==> config.mk <==
export PLATFORM = sky130hd
export DESIGN_NAME = tlik_sqrt_cell
export DESIGN_NICKNAME = d
export VERILOG_FILES = /design/src/rtl/core/tlik_sqrt_cell.sv
export SDC_FILE = /design/constraint.sdc
export NUM_CORES = 1
export LEC_CHECK = 0
export ABC_AREA = 1
export ABC_CLOCK_PERIOD_IN_PS = 3250
export BUFFER_PORTS_ARGS = -buffer_cell sky130_fd_sc_hd__buf_2
export CAP_MARGIN = 15
export CELL_PAD_IN_SITES_DETAIL_PLACEMENT = 0
export CELL_PAD_IN_SITES_GLOBAL_PLACEMENT = 1
export CORE_MARGIN = 5
export CORE_UTILIZATION = 30
export CTS_CLUSTER_DIAMETER = 100
export CTS_CLUSTER_SIZE = 30
export DETAILED_ROUTE_END_ITERATION = 8
export GPL_ROUTABILITY_DRIVEN = 0
export HOLD_SLACK_MARGIN = 0.03
export PLACE_DENSITY_LB_ADDON = 0.1
export SLEW_MARGIN = 0
export SYNTH_ARGS = -nofsm -noshare
export SYNTH_HDL_FRONTEND = slang
export SYNTH_SLANG_ARGS = --single-unit
==> constraint.sdc <==
create_clock -name clk -period 3.25 [get_ports clk]
set_input_delay 0.1625 -clock clk [delete_from_list [all_inputs] [get_ports clk]]
set_output_delay 0.1625 -clock clk [all_outputs]
set_load 0.1 [all_outputs]
==> src/rtl/core/tlik_sqrt_cell.sv <==
// One digit cell of the pipelined integer square root.
module tlik_sqrt_cell #(
  parameter int RW = 24
) (
  input  logic            clk,
  input  logic [2*RW-1:0] rad_in,
  input  logic [RW+1:0]   rem_in,
  input  logic [RW-1:0]   root_in,
  output logic [2*RW-1:0] rad_out,
  output logic [RW+1:0]   rem_out,
  output logic [RW-1:0]   root_out
);

  logic [RW+3:0] cur;
  logic [RW+3:0] trial;
  logic [RW+3:0] diff;
  logic          take;

  always_comb begin
    cur   = {rem_in, rad_in[2*RW-1 -: 2]};
    trial = {2'b00, root_in, 2'b01};
    take  = cur >= trial;
    diff  = cur - trial;
  end

  always_ff @(posedge clk) begin
    rad_out <= {rad_in[2*RW-3:0], 2'b00};
    if (take) begin
      rem_out  <= diff[RW+1:0];
      root_out <= {root_in[RW-2:0], 1'b1};
    end else begin
      rem_out  <= cur[RW+1:0];
      root_out <= {root_in[RW-2:0], 1'b0};
    end
  end

endmodule

==> reports/metrics.cfg <==
[run_status]
status=complete, no violations

[setup_path]
worstPathArrival_ps=2630
crit_fanout=18
cp_cell_sequence=dlygate4sd3_1, buf_2, inv_1, ha_1, nand2_1, nor2_1, nand2_1, nor2_1, nand2_2, nand3_2, buf_4, o21ai_0
slowest_delay_ps=530
crit_required_ps=3480
path_class=in -> reg
cp-start-kind=input pin
endpoint_kind=flop
critPathSlowestCell=dlygate4sd3_1

[synthesis]
synth.distinct_cells=28
ys_seq_area_frac=0.444
syn_inst=598
synth_seq_cells=96
syn_area_mm2=0.00433
avgSynthCellArea_um2=7.24
yosys_warnings=0

[clocking]
clkTransAtPathRegs_ps=70
cts_tree=done
cts_root_buf=clkbuf_16
cts_buffer_depth=2
numClockSinks=96
h-tree-depth=3
cts_buffers=9

[finish]
seqCellArea_mm2=0.00192
drive_above_1_share=0.255
multi_input_area_mm2=0.00188
fin_nets=992
utilization=0.452
fillers=1482
n_antenna_cell=0
syn2layout_area_growth_pct=49.8

[sta]
min_period_ps=2400
hold_violations=0
slew_headroom=0.657
finalSetupViolations=0
fin_tns_setup_ps=0
rsz0062_at_grt=false
fmaxAchievable_mhz=417
drv_slew=0
fin_crit_sh=0.738
tightest_slew_ps=518

[placed_design]
hpwl_mm=11.2
port_buffers=194

[drt]
firstDrtPassIters=4
wl_mm=14.4
vias=4471
wl_per_cell_um=13.7
drc=0
route.antenna.remaining_nets=0
routed_via_density=4.23
drt_iter0_drc=143

[worst_hold_path]
hold_path_depth=3
worstHoldStart=rem_in[8]
min_to=rem_out[10]
min_path_type=in -> reg

[grt]
antenna_found_initial=0
grt_pass1_vias=4472
track_usage=0.169
grt_overflow_total=0
grt_max_degree=22
grt_pass1_wl_mm=22.1

[pwr]
ir_drop_mv=0.268
leakagePower_nw=3.69
finalPower_mw=3.86
p_per_area_mw_per_mm2=595

[floorplan]
core_mm2=0.0144
die_x_um=130
die_y_um=130
die_area_mm2=0.0169
rows=44
io_pins=197
initial_utilization=0.301

[flow_run]
drv_cap=0

[kinds of logic after synthesis]
| logic type | synth area share |
|---|---|
| flip-flops | 0.444 |
| buffers and inverters | 0.124 |
| XOR/XNOR | 0.0263 |
| AND/OR/NAND/NOR | 0.288 |
| other | 0.000866 |
| adder cells (fa/ha/maj) | 0.0751 |
| AO/OA/AOI/OAI | 0.0419 |
[worst max path at each step]
stage	to	cells after the start	slack (ps)	start
6_report	rem_out[3]	12	850	root_in[14]
5_1_grt	rem_out[22]	13	570	root_in[15]
3_3_place_gp	rem_out[18]	12	1030	root_in[19]
4_1_cts	rem_out[3]	12	820	root_in[14]
3_5_place_dp	rem_out[3]	11	990	root_in[14]
2_1_floorplan	rem_out[22]	14	1580	root_in[12]
[per-stage QoR]
stage / hold slack [ps] / cell area, um^2 / std cells / setup WS, ps
6_report: 77.4 / 6490 / 1056 / 853
5_1_grt: 65.3 / 6490 / 1056 / 567
4_1_cts: 60.5 / 6490 / 1056 / 819
3_5_place_dp: 267 / 5500 / 971 / 992
3_3_place_gp: 265 / 5500 / 971 / 1030
2_1_floorplan: 190 / 4340 / 599 / 1580
[flip-flops by register name, indices dropped and copies added, names as in the netlist]
signal / count
rad_out: 46
rem_out: 26
root_out: 24
[worst max-delay path, delay by kind of cell]
family / cells / cell delay [ps]
fa+ha+maj: 1 / 350
simple gates: 6 / 1060
compound gates: 1 / 110
buf+inv: 4 / 930
[per-layer routing]
metal  track usage  up-vias  share of wire
li1              -     2352              -
met1         0.207     1962           0.44
met2         0.296      144           0.47
met3        0.0405       13          0.078
met4        0.0495        0          0.012
met5             0        -              0
[where the power goes]
group	total [mW]	switching, mW	leakage (nW)	internal, mW
sequential	1.32	0.0278	0.810	1.29
combinational	1.49	1.18	2.74	0.312
clock	1.06	0.498	0.144	0.558
total	3.86	1.70	3.69	2.16
[cell usage in the layout, fill, tap and decap left out]
master,instances
nor4_1,1
nand4_1,20
buf_4,4
clkinvlp_4,1
nor3b_1,1
o21bai_1,3
and2_1,1
inv_8,2
nor2_1,29
dlygate4sd3_1,69
nand3b_1,4
xnor2_1,1
ha_1,26
clkbuf_8,1
clkinv_4,1
clkbuf_16,9
buf_2,194
dfxtp_1,96
inv_6,2
nand3_1,27
xor2_1,12
nand2_2,2
nor2_4,1
o21ai_0,13
nand2_1,204
a21o_1,1
nand3_2,3
nor3_2,1
inv_1,126
a21oi_1,14
conb_1,2
a21oi_4,1
[cells in the mapped netlist]
cell,number,area [um^2]
a21o_1,1,7.51
a21oi_1,14,70.1
a21oi_4,1,16.3
and2_1,1,6.26
buf_2,2,10.0
buf_4,2,15.0
buf_6,2,22.5
clkbuf_1,3,11.3
clkbuf_2,1,5.00
conb_1,1,3.75
dfxtp_1,96,1920
ha_1,26,325
inv_1,126,473
nand2_1,204,766
nand2_2,2,12.5
nand3_1,27,135
nand3_2,3,30.0
nand3b_1,4,30.0
nand4_1,20,125
nor2_1,29,109
nor2_4,1,11.3
nor3_2,1,10.0
nor3b_1,1,7.51
nor4_1,1,6.26
o21ai_0,13,65.1
o21bai_1,3,22.5
xnor2_1,1,8.76
xor2_1,12,105
[repair_timing]
item | CTS | global route
hold buffers | 69 | 0
endpoints found under the setup margin | 0 | 0
gates resized for setup | 0 | 0
setup buffers | 0 | 0
endpoints found under the hold margin | 69 | 0
[cell type report]
class                      instances  share of cell area
clock buffer                      10              0.0368
clock inverter                     6             0.00868
timing repair buffer             267               0.261
sequential                        96               0.296
multi-input combinational        367               0.289
tap                              184              0.0355
inverter                         126              0.0729
Note: power is estimated with default switching activity, not from simulation.
