### src/rtl/core/tlik_pkg.sv
// Shared widths, constants and sideband types of the leg inverse kinematics pipeline.
package tlik_pkg;

  localparam int POS_W  = 16;
  localparam int LEN_W  = 15;
  localparam int SQ_L_W = 30;
  localparam int R2_W   = 32;
  localparam int RQ_W   = 24;
  localparam int NUM_W  = 51;
  localparam int DEN_W  = 41;
  localparam int DN_W   = 31;
  localparam int DIF_W  = 2 * DN_W;
  localparam int N3_W   = 34;
  localparam int CIN_W  = 33;
  localparam int CX_W   = 44;
  localparam int ACC_W  = 26;
  localparam int SUM_W  = 28;
  localparam int CORDIC_LIM_BITS = 38;
  localparam int CORDIC_STEPS = 22;
  localparam int OUT_SHIFT = 10;
  localparam int NUM_SHIFT = 16;

  localparam int LATENCY = 3 + RQ_W + 1 + 2 + DN_W + 1 + CORDIC_STEPS + 1;

  localparam logic signed [ACC_W-1:0] DEG90  = 26'sd5898240;
  localparam logic signed [ACC_W-1:0] DEG180 = 26'sd11796480;
  localparam logic signed [SUM_W-1:0] ROUND_HALF = 28'sd512;

  localparam int ATAN_TAB [CORDIC_STEPS] = '{
    2949120, 1740967, 919879, 466945, 234379, 117304, 58666, 29335,
    14668, 7334, 3667, 1833, 917, 458, 229, 115, 57, 29, 14, 7, 4, 2
  };

  localparam logic REG_UPPER = 1'b0;
  localparam logic REG_LOWER = 1'b1;
  localparam logic [LEN_W-1:0] LEN_RESET = 15'd1280;

  typedef struct packed {
    logic                    unreach;
    logic signed [POS_W-1:0] x;
    logic signed [POS_W-1:0] z;
    logic [LEN_W-1:0]        l1;
    logic [LEN_W-1:0]        l2;
    logic signed [N3_W-1:0]  nh;
    logic signed [N3_W-1:0]  na;
    logic signed [N3_W-1:0]  nk;
    logic [R2_W-1:0]         dk;
  } side48_t;

  typedef struct packed {
    logic                    unreach;
    logic signed [POS_W-1:0] x;
    logic signed [POS_W-1:0] z;
  } tilt_side_t;

  typedef struct packed {
    tilt_side_t      t;
    logic            negh;
    logic [DN_W-1:0] mh;
    logic            nega;
    logic [DN_W-1:0] ma;
    logic            negk;
    logic [DN_W-1:0] mk;
  } side62_t;

endpackage

### src/rtl/core/tlik_acos_front.sv
// Operand scaling for acos: normalize the ratio, clamp, and form den^2 - num^2.
module tlik_acos_front (
  input  logic                               clk,
  input  logic signed [tlik_pkg::NUM_W-1:0]  num,
  input  logic [tlik_pkg::DEN_W-1:0]         den,
  output logic                               neg,
  output logic [tlik_pkg::DN_W-1:0]          m,
  output logic [tlik_pkg::DIF_W-1:0]         diff
);

  localparam int NW = tlik_pkg::NUM_W;
  localparam int DW = tlik_pkg::DEN_W;
  localparam int NDW = tlik_pkg::DN_W;
  localparam int SW = tlik_pkg::DIF_W;

  logic [NW-1:0]  mag;
  logic [5:0]     dlen;
  logic [5:0]     sh;
  logic [DW-1:0]  ds;
  logic [NW-1:0]  ms;
  logic [NDW-1:0] mn;
  logic           neg_a;
  logic [NDW-1:0] d_a;
  logic [NDW-1:0] m_a;
  logic [SW-1:0]  dsq;
  logic [SW-1:0]  msq;

  always_comb begin
    mag  = NW'(num[NW-1] ? -num : num);
    dlen = '0;
    for (int i = 0; i < DW; i++) begin
      if (den[i]) dlen = 6'(i + 1);
    end
    sh = (dlen > 6'(NDW)) ? dlen - 6'(NDW) : 6'd0;
    ds = den >> sh;
    ms = mag >> sh;
    if (ms > NW'(ds)) mn = ds[NDW-1:0];
    else mn = ms[NDW-1:0];
  end

  always_ff @(posedge clk) begin
    neg_a <= num[NW-1];
    d_a   <= ds[NDW-1:0];
    m_a   <= mn;
  end

  always_comb begin
    dsq = SW'(d_a) * SW'(d_a);
    msq = SW'(m_a) * SW'(m_a);
  end

  always_ff @(posedge clk) begin
    neg  <= neg_a;
    m    <= m_a;
    diff <= dsq - msq;
  end

endmodule

### config.mk
export PLATFORM = sky130hd
export DESIGN_NAME = tlik_acos_front
export DESIGN_NICKNAME = d
export VERILOG_FILES = /design/src/rtl/core/tlik_pkg.sv /design/src/rtl/core/tlik_acos_front.sv
export SDC_FILE = /design/constraint.sdc
export NUM_CORES = 2
export LEC_CHECK = 0
export ABC_AREA = 0
export ABC_CLOCK_PERIOD_IN_PS = 11150
export BUFFER_PORTS_ARGS = -buffer_cell sky130_fd_sc_hd__buf_2
export CAP_MARGIN = 20
export CORE_MARGIN = 2
export CORE_UTILIZATION = 30
export CTS_CLUSTER_DIAMETER = 100
export DETAILED_ROUTE_END_ITERATION = 16
export GPL_ROUTABILITY_DRIVEN = 0
export MAX_ROUTING_LAYER = met4
export PLACE_DENSITY = 0.42
export SYNTH_ARGS = -nofsm -noshare
export SYNTH_HDL_FRONTEND = slang
export SYNTH_SLANG_ARGS = --single-unit
export TNS_END_PERCENT = 10
### constraint.sdc
create_clock -name clk -period 11.15 [get_ports clk]
set_input_delay 0.5575 -clock clk [delete_from_list [all_inputs] [get_ports clk]]
set_output_delay 0.5575 -clock clk [all_outputs]
set_load 0.01 [all_outputs]
==> results.py <==
metrics = {
    "routing": {
        "drt_iter0_drc": 2365,
        "top_layer": "met4",
        "wl_met2_um": 101000,
        "avgRoutedWirePerCell_um": 20.9,
        "wirelength_um": 206000,
        "vias": 44887,
        "drc": 0,
        "ant_nets": 0,
        "viasPerCell": 4.55,
        "firstDrtPassIters": 5,
        "wl_met1_um": 92700,
        "routed-wl-met3_um": 7880,
    },
    "synth": {
        "netlist_area_sq_um": 65200,
        "synth_commonest_cells": "inv_1, fa_1, nand2_1",
        "synth.avg_cell_area_sq_um": 9.39,
        "synth_edf_count": 0,
        "ys.flop_type": "dfxtp_1",
        "syn_inst": 6947,
        "yosysTopAreaCellShare": 0.514,
        "async_reset_ff_frac": 0,
        "yosys_warnings": 0,
        "synth-seq-cells": 157,
        "synth.distinct_cells": 87,
        "yosysMostFrequentCell": "inv_1",
        "synth_largest_area_cell": "fa_1",
        "ys_seq_area_frac": 0.0482,
        "synthTopCellsByArea": "fa_1, inv_1, ha_1, dfxtp_1, nand2_1",
    },
    "finish": {
        "fillers": 22735,
        "area_growth_pct": 7.72,
        "nNetsFinal": 9275,
        "layout-drive-gt1-share": 0.0619,
    },
    "clock_network": {
        "post_cts_buffers": 0,
        "post_cts_resized": 0,
        "cts_sinks": 157,
        "cts_buffers": 17,
        "cts_tree": "built",
        "clk_pin_slew_ps": 100,
        "htreeDepth": 4,
        "cts_max_path_buffers": 2,
        "cts_hold_buffers": 0,
        "worst_skew_pair.late_latency_ps": 580,
        "clock-root-buffer": "clkbuf_16",
    },
    "timing": {
        "rsz0062_at_grt": "no",
        "setup_viol": 0,
        "hold_viol_final": 0,
        "slew_headroom": 0.218,
        "finClkSkew_ps": 48.5,
        "max_freq_ghz": 0.0979,
        "drv_slew": 0,
        "setup_tns_ps": 0,
        "worst_slew_pin_slew_ps": 1170,
        "min_period_ps": 10210,
        "timing.final.crit_share": 0.916,
    },
    "global_route": {
        "overflow": 0,
        "track_usage": 0.198,
        "grt_pass1_vias": 50874,
        "grt_max_degree": 87,
        "antenna_found_initial": 14,
        "grt_pass1_wl_um": 320000,
    },
    "floorplanning": {
        "die_area_sq_um": 221000,
        "ios": 187,
        "die_y_um": 470,
        "core_region_area_sq_um": 217000,
        "std_cell_rows": 171,
        "die_width_um": 470,
        "initial_utilization": 0.301,
    },
    "worst_setup_path": {
        "cpPeakStageDelay_ps": 880,
        "criticalPathCategory": "flip-flop to flip-flop",
        "cp-end-kind": "flip-flop",
        "startpoint_type": "flip-flop",
        "worstPathMaxFanout": 14,
        "critical_path.slowest_cell": "dfxtp_1",
        "cp_common_cell": "fa_1",
        "crit_required_ps": 11640,
        "critPathArrivalTime_ps": 10700,
    },
    "placement": {
        "dp_hpwl_um": 176000,
        "portBuffers": 186,
    },
    "job": {
        "cap_violations": 0,
    },
    "status": {
        "outcome": "completed",
    },
    "hold_path": {
        "holdCritPathClass": "flip-flop to flip-flop",
    },
}
==> final cells by class <==
cell class | count | area [sq um] | share of cell area
Inverter | 2028 | 7610 | 0.108
Multi-Input combinational cell | 4485 | 53400 | 0.761
Clock buffer | 17 | 425 | 0.00605
Antenna cell | 4 | 10.0 | 0.000142
Sequential cell | 157 | 3160 | 0.0450
Clock inverter | 15 | 203 | 0.00288
Timing Repair Buffer | 298 | 1840 | 0.0262
Tap cell | 2854 | 3570 | 0.0508
==> routing by layer <==
layer | global-route usage | vias up
met4 | 0.0396 | 0
met3 | 0.0203 | 111
met2 | 0.329 | 815
li1 | - | 20489
met1 | 0.263 | 23472
met5 | - | -
==> worst max-delay path: cells and delay by family (launching register included) <==
kind	cells	cell delay [ps]
adder cells (fa/ha/maj)	10	4810
AO/OA/AOI/OAI	8	2830
XOR/XNOR	1	160
buffers and inverters	9	1110
AND/OR/NAND/NOR	3	340
flip-flops	1	880
==> through the flow <==
step           hold slack (ps)  cell area (sq um)  instances  utilization  setup slack, ps
2_1_floorplan              310              65200       6950            -             2860
3_3_place_gp               311              69600       9818        0.321              851
3_5_place_dp               313              69600       9819        0.321              743
4_1_cts                    337              70200       9851        0.324              728
5_1_grt                    355              70300       9854        0.324              605
6_report                   334              70300       9858        0.324              935
==> cell usage in the layout, fill, tap and decap left out, drive strengths merged, types with 19 or more instances in the layout <==
cell type and instances:
a211oi 34, a21o 53, a21oi 130, and2 244, buf 296, clkbuf 19
dfxtp 157, fa 1674, ha 521, inv 2033, mux2 44, mux2i 134
nand2 818, nand3 39, nand4 23, nor2 163, nor3 30, o21ai 126
o22ai 21, o31ai 30, xnor2 64, xor2 67
==> sequential cells by signal, summed over array words and instances, names as in the netlist <==
name   cells
m_a       31
d_a       31
m         31
neg        1
diff      62
neg_a      1
==> cells by family (layout without fill, tap and decap cells) <==
group | count (synthesis) | in the layout | share of synthesized area
AOI/OAI and AO/OA | 545 | 545 | 0.0546
xor gates and xnor gates | 131 | 131 | 0.0177
adders and majority gates | 2195 | 2195 | 0.614
and+or+nand+nor | 1417 | 1417 | 0.0985
other | 1 | 8 | 0.0000575
DFF | 157 | 157 | 0.0482
buffers and inverters | 2308 | 2358 | 0.133
muxes | 193 | 193 | 0.0337
==> worst paths after layout <==
kind,from,end,slack (ps),cells after the start
max,d_a[4],diff[60],940,31
min,neg_a,neg,330,0
max reg2reg,d_a[4],diff[60],940,31
min reg2reg,neg_a,neg,330,0
Power is left out: the tool's default activity adds up to more than one toggle a clock period on the data nets, which glitch-free logic cannot reach.
