==> src/rtl/core/tlik_pkg.sv <==
// Shared widths, constants and sideband types of the leg inverse kinematics pipeline.
package tlik_pkg;

  localparam int POS_W  = 16;
  localparam int LEN_W  = 15;
  localparam int SQ_L_W = 30;
  localparam int R2_W   = 32;
  localparam int RQ_W   = 24;
  localparam int NUM_W  = 51;
  localparam int DEN_W  = 41;
  localparam int DN_W   = 31;
  localparam int DIF_W  = 2 * DN_W;
  localparam int N3_W   = 34;
  localparam int CIN_W  = 33;
  localparam int CX_W   = 44;
  localparam int ACC_W  = 26;
  localparam int SUM_W  = 28;
  localparam int CORDIC_LIM_BITS = 38;
  localparam int CORDIC_STEPS = 22;
  localparam int OUT_SHIFT = 10;
  localparam int NUM_SHIFT = 16;

  localparam int LATENCY = 3 + RQ_W + 1 + 2 + DN_W + 1 + CORDIC_STEPS + 1;

  localparam logic signed [ACC_W-1:0] DEG90  = 26'sd5898240;
  localparam logic signed [ACC_W-1:0] DEG180 = 26'sd11796480;
  localparam logic signed [SUM_W-1:0] ROUND_HALF = 28'sd512;

  localparam int ATAN_TAB [CORDIC_STEPS] = '{
    2949120, 1740967, 919879, 466945, 234379, 117304, 58666, 29335,
    14668, 7334, 3667, 1833, 917, 458, 229, 115, 57, 29, 14, 7, 4, 2
  };

  localparam logic REG_UPPER = 1'b0;
  localparam logic REG_LOWER = 1'b1;
  localparam logic [LEN_W-1:0] LEN_RESET = 15'd1280;

  typedef struct packed {
    logic                    unreach;
    logic signed [POS_W-1:0] x;
    logic signed [POS_W-1:0] z;
    logic [LEN_W-1:0]        l1;
    logic [LEN_W-1:0]        l2;
    logic signed [N3_W-1:0]  nh;
    logic signed [N3_W-1:0]  na;
    logic signed [N3_W-1:0]  nk;
    logic [R2_W-1:0]         dk;
  } side48_t;

  typedef struct packed {
    logic                    unreach;
    logic signed [POS_W-1:0] x;
    logic signed [POS_W-1:0] z;
  } tilt_side_t;

  typedef struct packed {
    tilt_side_t      t;
    logic            negh;
    logic [DN_W-1:0] mh;
    logic            nega;
    logic [DN_W-1:0] ma;
    logic            negk;
    logic [DN_W-1:0] mk;
  } side62_t;

endpackage

==> src/rtl/core/tlik_cordic_norm.sv <==
// CORDIC entry: scale the vector up to the working range and fold the left half plane.
module tlik_cordic_norm (
  input  logic                              clk,
  input  logic signed [tlik_pkg::CIN_W-1:0] x_in,
  input  logic signed [tlik_pkg::CIN_W-1:0] y_in,
  output logic signed [tlik_pkg::CX_W-1:0]  x_out,
  output logic signed [tlik_pkg::CX_W-1:0]  y_out,
  output logic signed [tlik_pkg::ACC_W-1:0] acc_out
);

  localparam int IW = tlik_pkg::CIN_W;
  localparam int XW = tlik_pkg::CX_W;

  logic [IW-1:0]          ax;
  logic [IW-1:0]          ay;
  logic [IW-1:0]          mm;
  logic [5:0]             blen;
  logic [5:0]             sh;
  logic signed [XW-1:0]   xe;
  logic signed [XW-1:0]   ye;

  always_comb begin
    ax = IW'(x_in[IW-1] ? -x_in : x_in);
    ay = IW'(y_in[IW-1] ? -y_in : y_in);
    mm = ax | ay;
    blen = '0;
    for (int i = 0; i < IW; i++) begin
      if (mm[i]) blen = 6'(i + 1);
    end
    sh = 6'(tlik_pkg::CORDIC_LIM_BITS + 1) - blen;
    xe = XW'(x_in) <<< sh;
    ye = XW'(y_in) <<< sh;
  end

  always_ff @(posedge clk) begin
    if (xe < 0) begin
      x_out   <= ye;
      y_out   <= -xe;
      acc_out <= tlik_pkg::DEG90;
    end else begin
      x_out   <= xe;
      y_out   <= ye;
      acc_out <= '0;
    end
  end

endmodule

==> config.mk <==
export PLATFORM = sky130hd
export DESIGN_NAME = tlik_cordic_norm
export DESIGN_NICKNAME = d
export VERILOG_FILES = /design/src/rtl/core/tlik_pkg.sv /design/src/rtl/core/tlik_cordic_norm.sv
export SDC_FILE = /design/constraint.sdc
export NUM_CORES = 1
export LEC_CHECK = 0
export ABC_CLOCK_PERIOD_IN_PS = 9040
export BUFFER_PORTS_ARGS = -buffer_cell sky130_fd_sc_hd__buf_2
export CAP_MARGIN = 30
export CORE_ASPECT_RATIO = 0.75
export CORE_UTILIZATION = 40
export CTS_CLUSTER_DIAMETER = 150
export CTS_CLUSTER_SIZE = 14
export DETAILED_ROUTE_END_ITERATION = 16
export GPL_TIMING_DRIVEN = 1
export SYNTH_ARGS = -nofsm -noshare
export SYNTH_HDL_FRONTEND = slang
export SYNTH_SLANG_ARGS = --single-unit
==> constraint.sdc <==
create_clock -name clk -period 9.04 [get_ports clk]
set_clock_uncertainty 0.1 [all_clocks]
set_input_delay 0.452 -clock clk [delete_from_list [all_inputs] [get_ports clk]]
set_output_delay 0.452 -clock clk [all_outputs]
set_load 0.03 [all_outputs]
==> out/results.txt <==
Hpwl dp = 42600 um
Row count = 53
Post-route ant nets = 0
CP Launch Type = input port
NetSw = 1.58 mW
Pre-CTS setup slack = 0.856 ns
Post-synthesis sequential area ratio = 15.6%
WL/cell = 26.0 um
Layout net count = 1738
Worst hold-check path type = input port to flop
# setup viols final = 0
Antenna cells = 0
Num CTS Buffers = 9
Initial DRC Count = 1617
Distinct cell type count after synthesis = 99
Root buffer cell = clkbuf_16
Core box area = 28000 um2
Max clock buf depth = 2
Sw Ratio = 53.8%
Total setup buffers inserted after CTS = 0
Initial Util = 40.7%
Die Wd = 197 um
Final Core Density = 45.0%
Clk pwr share = 12.8%
P per Cell Area = 233 nW/um2
Min-delay src = x_in[32]
Top delay family on crit path = simple AND/OR/NAND/NOR gates
CTS Hold Bufs = 0
Fillcell total = 3001
Drt first pass iters = 6
Mean Syn Cell Area = 7.12 um2
YS warnings = 0
Synthesized instance count = 1600
Maximum number of pins on one net before global-route repair = 65
Die area = 29200 um2
Critical path, cell by cell = buf_2 > inv_1 > ha_1 > or4b_1 > nor3_1 > a41oi_1 > xnor2_1 > nand4_2 > or3_1 > a311oi_1 > nor2_4 > inv_2 > buf_4 > nor2_1 > a221oi_1 > a221o_1 > a31oi_1 > nor4_4 > nand4_1 > o21a_1 > a211o_1
Total power = 2.93 mW
Clock transition at path regs = 0.06 ns
Vias per inst = 6.49
CP required = 9.18 ns
Setup TNS = 0 ns
Hold WS = 0.526 ns
FMAX = 122 MHz
Critical Path Max Stage Delay = 0.69 ns
Post-synth EDFFs = 0
Int Pwr = 1.35 mW
Status = completed
Gpl congestion = 1.07
Combinational share of power = 67.3%
Synthesized flop and latch total = 89
Worst Tran Pin Value = 1.12 ns
DRC = 0
Grt ovf = 0
Worst path bufs/invs = 4
Ratio of cells with drive above 1 in the final layout = 17.9%
Max-cap violation count = 0
Met1 Use GR = 52.1%
FFs w/ async S/R, synth = 0%
Slew HR = 24.7%
Met3 GRT Util = 16.7%
Vias = 13341
Vias in the first global route = 11876
Final Cycle Share = 90.7%
GR Util All Layers = 35.8%
Crit-path slowest cell = nor3_1
Initial antenna violation count = 1
Layout area overhead = 10.6%
Busiest grt layer = met1
Critical Path AT = 8.34 ns
Routing usage on met2 = 46.9%
Slew Limit Fails = 0
CTS resizes = 0
CTS tree = done
I/O pin count = 181
Fin. Hold Viols = 0
Register share of total power = 19.9%
WS Path Type = input port to flop
Die Y = 148 um
Critical Path Sink Type = flop
Main synth FF type = dfxtp_1
Unrepaired setup endpoints after global routing = false
Maximum vdd ir drop = 0.137 mV
Period minus WS final = 8.20 ns
Crit path launch = x_in[1]
PnR worst setup slack = 0.840 ns
Sink Count = 89
Total wire length = 53500 um
I/O Buffers = 158
Leak = 5.12 nW
H-tree depth = 3
Mapped Area = 11400 um2
First-pass GRT wire length = 77900 um
Max FO, Critical Path = 64
## cells by family after synthesis
family	count (synthesis)	synth area share [%]
fa+ha+maj	4	0.439
mux	155	14.5
xor+xnor	64	4.92
buf+inv	182	7.67
flops	89	15.6
simple gates	674	29.7
compound gates	431	27.0
other cells	1	0.0329
## per-stage QoR
stage / std cells / area, um2
4_1_cts: 2056 / 12600
3_5_place_dp: 2040 / 12300
5_1_grt: 2057 / 12600
2_1_floorplan: 1621 / 11500
3_3_place_gp: 2039 / 12300
6_report: 2057 / 12600
## synth_stat cells (6+ instances only)
| cell | instances | area [um2] |
|---|---|---|
| o32ai_1 | 6 | 52.6 |
| a21oi_1 | 71 | 355 |
| nand4_1 | 19 | 119 |
| buf_6 | 6 | 67.6 |
| or2_2 | 7 | 43.8 |
| buf_1 | 16 | 60.1 |
| a221oi_1 | 6 | 52.6 |
| a21boi_0 | 8 | 60.1 |
| nor2b_1 | 8 | 50.1 |
| mux2_2 | 30 | 338 |
| nor4_1 | 17 | 106 |
| o41ai_1 | 11 | 96.3 |
| and3_1 | 12 | 75.1 |
| a211o_1 | 16 | 140 |
| nand2_1 | 208 | 781 |
| and2_1 | 19 | 119 |
| o221ai_1 | 6 | 52.6 |
| o211ai_1 | 18 | 135 |
| dfxtp_1 | 89 | 1780 |
| or3_1 | 29 | 181 |
| inv_1 | 17 | 63.8 |
| a221o_1 | 7 | 70.1 |
| nand2b_1 | 14 | 87.6 |
| nor2_1 | 156 | 586 |
| a311oi_1 | 7 | 61.3 |
| o31ai_1 | 21 | 158 |
| nand3_1 | 62 | 310 |
| xor2_1 | 31 | 272 |
| buf_4 | 28 | 210 |
| mux2i_1 | 118 | 1180 |
| o21a_1 | 6 | 45.0 |
| o21ai_0 | 74 | 370 |
| o22ai_1 | 21 | 131 |
| clkbuf_1 | 81 | 304 |
| or4_1 | 12 | 90.1 |
| a31oi_1 | 27 | 169 |
| xnor2_1 | 33 | 289 |
| a22oi_1 | 13 | 97.6 |
| a22o_1 | 15 | 131 |
| a211oi_1 | 22 | 165 |
| nor3_1 | 56 | 280 |
| buf_2 | 32 | 160 |
## final timing paths
| check | slack, ns | end | depth (start not counted) |
|---|---|---|---|
| hold / removal | 0.53 | y_out[2] | 2 |
| setup / recovery | 0.84 | y_out[40] | 21 |
## area by class of cell
cell class	count	area, um2	share of cell area [%]
inverters	19	71.3	0.566
repair buffers	198	1100	8.72
flip-flops and latches	89	1780	14.1
multi-input cells	1350	8860	70.3
clock buffers	10	239	1.90
clock inverters	6	65.1	0.516
well taps	385	482	3.82
## flip-flops by register name, summed over array words and instances, names as in the netlist
signal / flops
y_out: 44
acc_out: 1
x_out: 44
## placed cells by master, fill, tap and decap left out, types with 17 or more instances in the layout
cell type,netlist,layout
o211ai_1,18,18
nor3_1,56,56
a31oi_1,27,27
o22ai_1,21,21
xnor2_1,33,32
nand4_1,19,19
nor2_1,156,154
buf_4,28,37
nand2_1,208,208
mux2_2,30,30
o21ai_0,74,74
mux2i_1,118,118
nand3_1,62,62
a211oi_1,22,22
a21oi_1,71,71
nor4_1,17,17
xor2_1,31,30
and2_1,19,19
buf_2,32,159
dfxtp_1,89,89
o31ai_1,21,21
or3_1,29,29
conb_1,1,22
## power groups by stage
stage | combinational [mW] | sequential (mW) | clock [mW]
final | 1.97 | 0.583 | 0.376
after CTS | 1.92 | 0.587 | 0.383
after detailed placement | 1.91 | 0.593 | 0
after global placement | 1.92 | 0.593 | 0
after global routing | 2.09 | 0.598 | 0.402
after floorplan | 1.04 | 0.900 | 0
## per-layer routing
layer | up-vias | wire length (um)
met1 | 6372 | 24400
met2 | 819 | 20300
met4 | 8 | 657
met5 | - | 312
li1 | 6077 | -
met3 | 65 | 7780
(Power assumes the default switching activity.)
